## src/sv/cmr_pkg.sv

```systemverilog
// Shared types and constants of the color map resampler.
package cmr_pkg;

    localparam logic OP_LOAD  = 1'b0;
    localparam logic OP_QUERY = 1'b1;

    localparam logic CFG_NUM_STEPS  = 1'b0;
    localparam logic CFG_NUM_POINTS = 1'b1;

    localparam logic [1:0] RD_SEL_IDX  = 2'd0;
    localparam logic [1:0] RD_SEL_IDX1 = 2'd1;
    localparam logic [1:0] RD_SEL_LAST = 2'd2;

    localparam int POS_W   = 17;
    localparam int CHAN_W  = 16;
    localparam int COLOR_W = 4 * CHAN_W;
    localparam int MEM_W   = POS_W + COLOR_W;
    localparam int CFG_W   = 9;

    localparam int DIV_NW = 36;
    localparam int DIV_DW = 17;

    localparam logic [POS_W-1:0] Q16_ONE = 17'h10000;

    typedef struct packed {
        logic               opcode;
        logic [7:0]         point_index;
        logic [POS_W-1:0]   position;
        logic [CHAN_W-1:0]  red_in;
        logic [CHAN_W-1:0]  green_in;
        logic [CHAN_W-1:0]  blue_in;
        logic [CHAN_W-1:0]  alpha_in;
        logic [7:0]         step_index;
    } in_item_t;

    typedef struct packed {
        logic [7:0]         step_out;
        logic [POS_W-1:0]   sample_position;
        logic [CHAN_W-1:0]  red_out;
        logic [CHAN_W-1:0]  green_out;
        logic [CHAN_W-1:0]  blue_out;
        logic [CHAN_W-1:0]  alpha_out;
    } out_item_t;

    typedef struct packed {
        logic       accept;
        logic       srch_clr;
        logic       srch_step;
        logic       rd_en;
        logic [1:0] rd_sel;
        logic       div_x_start;
        logic       div_c_start;
        logic       cap_x;
        logic       cap_lo;
        logic       cap_hi;
        logic       prep;
        logic       cap_last;
        logic       mul0;
        logic       mul1;
        logic       cap_chan;
        logic       out_load;
    } cmd_t;

    typedef struct packed {
        logic is_query;
        logic is_last;
        logic div_busy;
        logic srch_more;
        logic pos_le_x;
        logic chan_direct;
        logic chan_last;
        logic out_busy;
    } status_t;

endpackage

```

## src/sv/cmr_ctrl.sv

```systemverilog
// Controller state machine sequencing loads, the segment search and interpolation.
module cmr_ctrl
    import cmr_pkg::*;
(
    input  logic    clk,
    input  logic    rst_n,
    input  logic    in_valid,
    output logic    in_stall,
    input  status_t status,
    output cmd_t    cmd
);

    localparam logic [3:0] S_IDLE      = 4'd0;
    localparam logic [3:0] S_QUERY     = 4'd1;
    localparam logic [3:0] S_DIVX_WAIT = 4'd2;
    localparam logic [3:0] S_SRCH_RD   = 4'd3;
    localparam logic [3:0] S_SRCH_CMP  = 4'd4;
    localparam logic [3:0] S_RD_LO     = 4'd5;
    localparam logic [3:0] S_RD_HI     = 4'd6;
    localparam logic [3:0] S_RD_WAIT   = 4'd7;
    localparam logic [3:0] S_PREP      = 4'd8;
    localparam logic [3:0] S_MUL0      = 4'd9;
    localparam logic [3:0] S_MUL1      = 4'd10;
    localparam logic [3:0] S_CH_DEC    = 4'd11;
    localparam logic [3:0] S_CH_DIV    = 4'd12;
    localparam logic [3:0] S_LAST_RD   = 4'd13;
    localparam logic [3:0] S_LAST_CAP  = 4'd14;
    localparam logic [3:0] S_OUT       = 4'd15;

    logic [3:0] state_reg, state_next;

    always_comb
    begin
        cmd        = '0;
        state_next = state_reg;
        unique case (state_reg)
            S_IDLE:
            begin
                if (in_valid)
                begin
                    cmd.accept = 1'b1;
                    if (status.is_query)
                    begin
                        state_next = S_QUERY;
                    end
                end
            end
            S_QUERY:
            begin
                if (status.is_last)
                begin
                    state_next = S_LAST_RD;
                end
                else
                begin
                    cmd.div_x_start = 1'b1;
                    state_next      = S_DIVX_WAIT;
                end
            end
            S_DIVX_WAIT:
            begin
                if (!status.div_busy)
                begin
                    cmd.cap_x    = 1'b1;
                    cmd.srch_clr = 1'b1;
                    state_next   = S_SRCH_RD;
                end
            end
            S_SRCH_RD:
            begin
                if (status.srch_more)
                begin
                    cmd.rd_en  = 1'b1;
                    cmd.rd_sel = RD_SEL_IDX1;
                    state_next = S_SRCH_CMP;
                end
                else
                begin
                    state_next = S_RD_LO;
                end
            end
            S_SRCH_CMP:
            begin
                if (status.pos_le_x)
                begin
                    cmd.srch_step = 1'b1;
                    state_next    = S_SRCH_RD;
                end
                else
                begin
                    state_next = S_RD_LO;
                end
            end
            S_RD_LO:
            begin
                cmd.rd_en  = 1'b1;
                cmd.rd_sel = RD_SEL_IDX;
                state_next = S_RD_HI;
            end
            S_RD_HI:
            begin
                cmd.cap_lo = 1'b1;
                cmd.rd_en  = 1'b1;
                cmd.rd_sel = RD_SEL_IDX1;
                state_next = S_RD_WAIT;
            end
            S_RD_WAIT:
            begin
                cmd.cap_hi = 1'b1;
                state_next = S_PREP;
            end
            S_PREP:
            begin
                cmd.prep   = 1'b1;
                state_next = S_MUL0;
            end
            S_MUL0:
            begin
                cmd.mul0   = 1'b1;
                state_next = S_MUL1;
            end
            S_MUL1:
            begin
                cmd.mul1   = 1'b1;
                state_next = S_CH_DEC;
            end
            S_CH_DEC:
            begin
                if (status.chan_direct)
                begin
                    cmd.cap_chan = 1'b1;
                    state_next   = status.chan_last ? S_OUT : S_MUL0;
                end
                else
                begin
                    cmd.div_c_start = 1'b1;
                    state_next      = S_CH_DIV;
                end
            end
            S_CH_DIV:
            begin
                if (!status.div_busy)
                begin
                    cmd.cap_chan = 1'b1;
                    state_next   = status.chan_last ? S_OUT : S_MUL0;
                end
            end
            S_LAST_RD:
            begin
                cmd.rd_en  = 1'b1;
                cmd.rd_sel = RD_SEL_LAST;
                state_next = S_LAST_CAP;
            end
            S_LAST_CAP:
            begin
                cmd.cap_last = 1'b1;
                state_next   = S_OUT;
            end
            S_OUT:
            begin
                if (!status.out_busy)
                begin
                    cmd.out_load = 1'b1;
                    state_next   = S_IDLE;
                end
            end
            default:
            begin
                state_next = S_IDLE;
            end
        endcase
    end

    always_ff @(posedge clk or negedge rst_n)
    begin
        if (!rst_n)
        begin
            state_reg <= S_IDLE;
        end
        else
        begin
            state_reg <= state_next;
        end
    end

    assign in_stall = (state_reg != S_IDLE);

endmodule

```

## config.mk

```make
export PLATFORM = sky130hd
export DESIGN_NAME = cmr_ctrl
export DESIGN_NICKNAME = d
export VERILOG_FILES = /design/src/sv/cmr_pkg.sv /design/src/sv/cmr_ctrl.sv
export SDC_FILE = /design/constraint.sdc
export NUM_CORES = 1
export LEC_CHECK = 0
export BUFFER_PORTS_ARGS = -buffer_cell sky130_fd_sc_hd__buf_2
export CORE_AREA = 2 2 39 41
export CTS_CLUSTER_DIAMETER = 30
export DETAILED_ROUTE_END_ITERATION = 6
export DIE_AREA = 0 0 41 43
export PLACE_DENSITY = 0.76
export SYNTH_ARGS = -nofsm -noshare
export SYNTH_HDL_FRONTEND = slang
export SYNTH_SLANG_ARGS = --single-unit
export TNS_END_PERCENT = 20
```

## constraint.sdc

```tcl
create_clock -name clk -period 4.1 [get_ports clk]
set_clock_uncertainty 0.05 [all_clocks]
set_input_delay 0.82 -clock clk [delete_from_list [all_inputs] [get_ports clk]]
set_output_delay 0.82 -clock clk [all_outputs]
set_load 0.02 [all_outputs]
```

# Word-level counts from Yosys, hierarchy flattened
# Cells that the tools add are included.
# totals
reg_bits	4
latch_bits	0
ram_bits	0
romBits	0
in_bits	11
output_inout_bits	18
wordCells	57
memories	0
# op_classes
add_sub_neg	0
multipliers	0
div_mod_pow	0
order_cmp	0
eq_ne	20
shift	0
mux	33
n_bitwise	0
n_reduce_logical	3
# op_table
operator	count
4-bit case mux with 16 select lines	1
4-bit equality test, second input constant	8
4-bit 2-to-1 mux	6
1-bit 2-to-1 mux	20
4-bit by 3-bit equality test with 1-bit output, second input constant	4
3-bit 2-to-1 mux	4
3-bit case mux with 4 select lines	1
2-bit != test, second input constant	5
4-bit by 2-bit equality test with 1-bit output, second input constant	2
5-bit AND reduction	1
4-bit by 1-bit equality test with 1-bit output, second input constant	1
4-bit zero test	1
4-bit nonzero test	1
1-bit case mux with 2 select lines	1

# Longest topological paths before layout
# Gate-level depths: netlist of the first run.
# logic_depth
ltp_word	3
depth_mapped	6

# Worst setup path before layout of the first run
# OpenSTA, ideal clock, no wires.
# synth_timing
kind	input to output
startpoint	in status[5] (netlist bit)
endpoint	out cmd[15] (netlist bit)
arrival_time_ns	1.625
slack_ns	1.605
path_stages	2
path_buffers	1
path_cell_list	nor3_1 buf_4
# synth_lines
item	line	text
start, declared	cmr_ctrl.sv:9	input status_t status,
end, declared	cmr_ctrl.sv:10	output cmd_t cmd

==> results of run 1 <==
## through the flow
step / std cells / hold slack (ns) / util (%) / setup slack, ns / total power (W)
floorplan: 84 / 0.4744 / - / 1.605 / 0.0004161
global placement: 121 / 0.5748 / 49.55 / 1.686 / 0.0004710
detailed placement: 121 / 0.5775 / 49.55 / 1.691 / 0.0004754
CTS: 124 / 0.3236 / 51.18 / 1.466 / 0.0005273
global route: 124 / 0.3175 / 51.18 / 1.336 / 0.0005754
finish: 124 / 0.3288 / 51.18 / 1.436 / 0.0005262
## path summary, 6_finish.rpt
| kind | end |
|---|---|
| min in group clk | state_reg[3] |
| worst min-delay path | state_reg[0] |
| worst max-delay path | cmd[13] |
| worst min register to register | state_reg[3] |
| worst max register to register | state_reg[2] |
| max in group asynchronous | state_reg[2] |
## cells in the mapped netlist
library cell	count	area share, %
nor2_2	2	2.2
o31ai_1	1	1.3
nand2_1	11	7.2
nand3_2	1	1.7
dfrtp_1	4	17
buf_2	2	1.7
nand3b_1	1	1.3
nand2b_1	4	4.3
a22o_1	1	1.5
a31oi_1	2	2.2
buf_6	1	2.0
buf_4	4	5.2
nand4_1	1	1.1
and2b_1	1	1.3
nand2b_4	1	2.4
or2_4	1	1.5
and2_1	2	2.2
nor2_1	10	6.5
o32ai_1	1	1.5
and3_1	1	1.1
mux2_2	1	2.0
a21oi_1	6	5.2
a21o_1	2	2.6
a32o_1	2	3.5
inv_1	2	1.3
o21ai_1	3	2.6
nor3b_1	2	2.6
a311oi_1	1	1.5
mux2i_1	2	3.5
nor3_1	6	5.2
o21ai_0	4	3.5
o22ai_1	1	1.1
## cells by family (layout without fill, tap and decap cells)
group	Yosys count	after routing	synth area share [%]
buf+inv	9	33	10.20
simple gates	44	44	40.56
mux	3	3	5.423
compound gates	24	24	26.46
flops	4	4	17.35
## cell type report
type,count,area [µm²]
clock buffer,3,22.52
fill,147,675.6
inverter,2,7.507
multi-input combinational,71,417.9
sequential,4,100.1
tap,16,20.02
timing repair buffer,28,140.1
## report_power, final
part / leakage, nW / internal (W) / switching, W
Combinational: 0.293 / 0.000141 / 0.000187
Clock: 0.0138 / 0.0000328 / 0.0000165
Sequential: 0.0457 / 0.0000585 / 0.0000897
## routing by layer
| layer | wire length (µm) | track usage (%) | part of all wire (%) |
|---|---|---|---|
| met4 | 0 | 6.000 | 0 |
| met3 | 104 | 6.283 | 6.8 |
| met5 | 0 | 0 | 0 |
| met2 | 746 | 28.75 | 49 |
| met1 | 686 | 28.39 | 45 |
## worst max-delay path: cells and delay by family, from the launching register on
kind                   cells  cell delay [ns]
flip-flops                 1             0.66
AO/OA/AOI/OAI              2             0.33
AND/OR/NAND/NOR            1             0.18
buffers and inverters      2             0.38
==> results.py, run 1 <==
metrics = {
    "run_status": {
        "status": "finished, final reports clean",
    },
    "sta": {
        "tns_ns": 0,
        "setup_viol": 0,
        "rsz0062_at_grt": "false",
        "drv_slew": 0,
        "timing.final.crit_share_pct": 64.98,
        "relSlewSlack_pct": 57.10,
        "worst_slew_pin_slew_ns": 0.6435,
        "max_freq_mhz": 375.3,
        "timing.final.crit_period_ns": 2.664,
        "final_hold_viol_count": 0,
    },
    "layout": {
        "layout-drive-gt1-share_pct": 34.26,
        "mostFrequentLayoutCell": "buf_2",
        "n_antenna_cell": 0,
        "fin_area_um2": 708.2,
        "fin_nets": 121,
        "largest_register_ffs": 4,
        "layout_common_cells": "buf_2 (28), nand2_1 (11), nor2_1 (10)",
        "syn_to_final_growth_pct": 22.78,
    },
    "logic_synthesis": {
        "ys_ff_latch": 4,
        "synth_warnings": 0,
        "avgSynthCellArea_um2": 6.867,
        "yosysSeqAreaShare_pct": 17.35,
        "ys_types": 32,
        "netlist_area_um2": 576.8,
        "synthesis.instances": 84,
        "synth_fp_nets": 95,
    },
    "power_and_ir_drop": {
        "p_per_area_mw_per_mm2": 743.1,
        "p_leak_nw": 0.3526,
        "ir_drop_mv": 0.3258,
    },
    "global_route": {
        "track_usage_pct": 20.20,
        "grt_pass1_vias": 584,
        "antenna_found_initial": 0,
        "grt_pass1_wl_um": 2532,
        "grt_overflow": 0,
        "grt_max_degree": 22,
    },
    "placed_design": {
        "place_area_um2": 685.7,
        "dpl.hpwl_um": 1148,
        "routabilityCongestion": 0.8521,
        "port_buffers": 28,
    },
    "job": {
        "cap_violations": 0,
    },
    "critical_path": {
        "required_ns": 3.23,
        "worstPathMaxFanout": 14,
        "r2r_setup_slack_ns": 2.45,
        "max_stage_delay_ns": 0.66,
        "start_kind": "flip-flop",
        "reg2regPathDepth": 5,
        "crit_path_top_delay_cell": "dfrtp_1",
        "arrival_ns": 1.79,
        "cp_cell_sequence": "inv_1, nand2_1, o21ai_0, a32o_1, buf_2",
        "r2r-start": "state_reg[3]",
        "endpoint_kind": "output pin",
        "cp-startpoint": "state_reg[1]",
        "crit_type": "flip-flop to output pin",
    },
    "die": {
        "die_y_um": 43,
        "fp-row-count": 14,
        "die_w_um": 41,
        "io_pins": 29,
        "start_util_pct": 41.68,
        "core_area_mm2": 0.001384,
        "die-area_mm2": 0.001763,
    },
    "clocking": {
        "clock_path_buffers": 2,
        "holdBufCountCts": 0,
        "post_cts_resized": 0,
        "clk_latency_ns": 0.23,
        "cts-buffers-inserted": 3,
        "h-tree-depth": 1,
        "cts.sinks": 4,
        "path_clk_slew_ns": 0.04,
        "postCtsSetupBuffers": 0,
        "cts_tree": "yes",
        "clock_tree.root_cell": "clkbuf_4",
    },
    "route": {
        "wl_per_cell_um": 12.40,
        "firstDrtPassIters": 4,
        "wirelength_um": 1537,
        "dr.first_iter.drc_count": 18,
        "avgViaCountPerCell": 5.621,
        "route.detailed.drc": 0,
        "final_antenna_net_count": 0,
        "vias": 697,
    },
    "hold_path": {
        "hp-class": "primary input to async pin",
    },
}
(Power assumes the default switching activity.)
==> run 2: changes to the inputs <==
--- a/config.mk
+++ b/config.mk
@@ -5,12 +5,12 @@
 export SDC_FILE = /design/constraint.sdc
 export NUM_CORES = 1
 export LEC_CHECK = 0
+export ABC_AREA = 1
 export BUFFER_PORTS_ARGS = -buffer_cell sky130_fd_sc_hd__buf_2
-export CORE_AREA = 2 2 39 41
+export CORE_UTILIZATION = 38
 export CTS_CLUSTER_DIAMETER = 30
 export DETAILED_ROUTE_END_ITERATION = 6
-export DIE_AREA = 0 0 41 43
-export PLACE_DENSITY = 0.76
+export PLACE_DENSITY = 0.72
 export SYNTH_ARGS = -nofsm -noshare
 export SYNTH_HDL_FRONTEND = slang
 export SYNTH_SLANG_ARGS = --single-unit
==> constraint.sdc (replaced) <==
create_clock -name clk -period 2.34 [get_ports clk]
set_clock_uncertainty 0.05 [all_clocks]
set_input_delay 0.468 -clock clk [delete_from_list [all_inputs] [get_ports clk]]
set_output_delay 0.468 -clock clk [all_outputs]
set_load 0.02 [all_outputs]
==> run 2 against run 1 <==
Compared with the run above: global-route usage fell by 0.86 points; clock-buffer cell count unchanged; total power is 65% higher; clock power grew 75%; combinational power up 89%.
==> results.py, run 2 <==
metrics = {
    "run_status": {
        "status": "finished, final reports clean",
    },
    "layout": {
        "n_antenna_cell": 0,
        "mostFrequentLayoutCell": "nand2_1",
        "layout_common_cells": "nand2_1 (38), buf_2 (28), inv_1 (16)",
        "fin_area_um2": 711.9,
        "syn_to_final_growth_pct": 32.02,
        "n_fill_cell": 147,
        "largest_register_ffs": 4,
        "fin_nets": 146,
        "layout-drive-gt1-share_pct": 33.08,
    },
    "clocking": {
        "path_clk_slew_ns": 0.04,
        "cts_tree": "yes",
        "clk_latency_ns": 0.23,
        "cts-buffers-inserted": 3,
        "holdBufCountCts": 1,
        "postCtsSetupBuffers": 0,
        "clock_tree.root_cell": "clkbuf_4",
        "post_cts_resized": 0,
        "cts.sinks": 4,
        "clock_path_buffers": 2,
        "h-tree-depth": 1,
    },
    "sta": {
        "relSlewSlack_pct": 81.21,
        "max_freq_mhz": 511.5,
        "setup_viol": 0,
        "tns_ns": 0,
        "final_hold_viol_count": 0,
        "timing.final.crit_share_pct": 83.54,
        "rsz0062_at_grt": "false",
        "timing.final.crit_period_ns": 1.955,
        "hold_ws_ns": 0.4845,
        "drv_slew": 0,
        "timing.final.ws_setup_ns": 0.3851,
        "worst_slew_pin_slew_ns": 0.2818,
    },
    "route": {
        "wirelength_um": 1354,
        "firstDrtPassIters": 4,
        "avgViaCountPerCell": 4.662,
        "wl_per_cell_um": 9.149,
        "route.detailed.drc": 0,
        "vias": 690,
        "dr.first_iter.drc_count": 27,
        "final_antenna_net_count": 0,
    },
    "critical_path": {
        "cp-startpoint": "state_reg[1]",
        "crit_path_top_delay_cell": "dfrtp_1",
        "crit_type": "flip-flop to output pin",
        "worstPathMaxFanout": 8,
        "r2r-start": "state_reg[1]",
        "required_ns": 1.82,
        "endpoint_kind": "output pin",
        "max_stage_delay_ns": 0.47,
        "start_kind": "flip-flop",
        "cp_cell_sequence": "nor2_2, nand2_1, o21ai_0, buf_2",
        "arrival_ns": 1.44,
    },
    "hold_path": {
        "min_from": "status[0]",
        "hp-class": "primary input to flip-flop",
    },
    "die": {
        "core_area_mm2": 0.001318,
        "die_y_um": 39.67,
        "die-area_mm2": 0.001574,
        "start_util_pct": 40.93,
        "die_w_um": 39.67,
        "fp-row-count": 13,
        "io_pins": 29,
    },
    "logic_synthesis": {
        "synth_warnings": 0,
        "synth_fp_nets": 114,
        "synth_top_area_share_pct": 26.45,
        "synth_commonest_cells": "nand2_1 (38), inv_1 (16), nor2_1 (15)",
        "yosysSeqAreaShare_pct": 18.56,
        "synthesis.instances": 103,
        "ys_types": 16,
        "synth_enable_flop_cells": 0,
        "synth_area_leaders": "nand2_1 (26%), dfrtp_1 (19%), inv_1 (11%), nor2_1 (10%), nand3_1 (8.4%)",
        "ys_ff_latch": 4,
        "synth_ff_type": "dfrtp_1",
        "synth_top_area_cell": "nand2_1",
        "yosysMostFrequentCell": "nand2_1",
        "synth-async-reset-ratio_pct": 100.0,
        "avgSynthCellArea_um2": 5.236,
        "netlist_area_um2": 539.3,
    },
    "global_route": {
        "grt_pass1_vias": 558,
        "grt_max_degree": 9,
        "grt_pass1_wl_um": 2049,
        "grt_overflow": 0,
        "antenna_found_initial": 0,
        "track_usage_pct": 19.34,
    },
    "placed_design": {
        "dpl.hpwl_um": 1117,
        "place_area_um2": 679.4,
        "port_buffers": 28,
        "routabilityCongestion": 0.9159,
        "pre_cts_ws_ns": 0.6528,
    },
    "job": {
        "cap_violations": 0,
    },
    "power_and_ir_drop": {
        "ir_drop_mv": 0.5353,
        "p_per_area_mw_per_mm2": 1219,
        "p_leak_nw": 0.5055,
    },
}
[run 2: final timing paths]
| kind | to | slack [ns] | cells past startpoint |
|---|---|---|---|
| min reg2reg | state_reg[1] | 0.62 | 2 |
| max | cmd[1] | 0.39 | 4 |
| max in group asynchronous | state_reg[0] | 1.61 | 2 |
| min in group asynchronous | state_reg[3] | 0.52 | 2 |
| min | state_reg[0] | 0.48 | 3 |
| max reg2reg | state_reg[1] | 0.95 | 8 |
[run 2: stage by stage]
| step | util [%] | std cells | total power, W |
|---|---|---|---|
| 6_report | 54.04 | 148 | 0.0008682 |
| 5_1_grt | 54.04 | 148 | 0.0009602 |
| 4_1_cts | 54.04 | 148 | 0.0008712 |
| 3_5_place_dp | 51.57 | 144 | 0.0007809 |
| 2_1_floorplan | - | 103 | 0.0006409 |
| 3_3_place_gp | 51.57 | 144 | 0.0007741 |
[run 2: report_power, final]
| part | switching, W | internal [W] | total [W] |
|---|---|---|---|
| Sequential | 0.0000556 | 0.000106 | 0.000162 |
| Combinational | 0.000423 | 0.000198 | 0.000621 |
| Clock | 0.0000287 | 0.0000574 | 0.0000861 |
| Total | 0.000507 | 0.000361 | 0.000868 |
[run 2: cells by family after synthesis]
logic type	share of synthesized area [%]
simple gates	61.95
buf+inv	16.01
flops	18.56
compound gates	3.481
[run 2: final cells by class]
cell class / instances / area, µm² / share of cell area, %
well taps: 15 / 18.77 / 2.636
inverters: 18 / 67.56 / 9.490
flip-flops and latches: 4 / 100.1 / 14.06
clock buffers: 3 / 22.52 / 3.163
multi-input cells: 79 / 352.8 / 49.56
repair buffers: 29 / 150.1 / 21.09
[run 2: worst max-delay path: cells and delay by family (launching register included)]
family	cells	cell delay (ns)
buf+inv	1	0.19
flops	1	0.47
simple gates	2	0.39
compound gates	1	0.16
[run 2: layer usage]
metal  global-route usage, %  vias up  wire [µm]
li1                        -      371          -
met1                   23.29      286        648
met2                   33.20       29        617
met3                   3.409        4         68
met4                   7.759        0         19
met5                       0        -          0
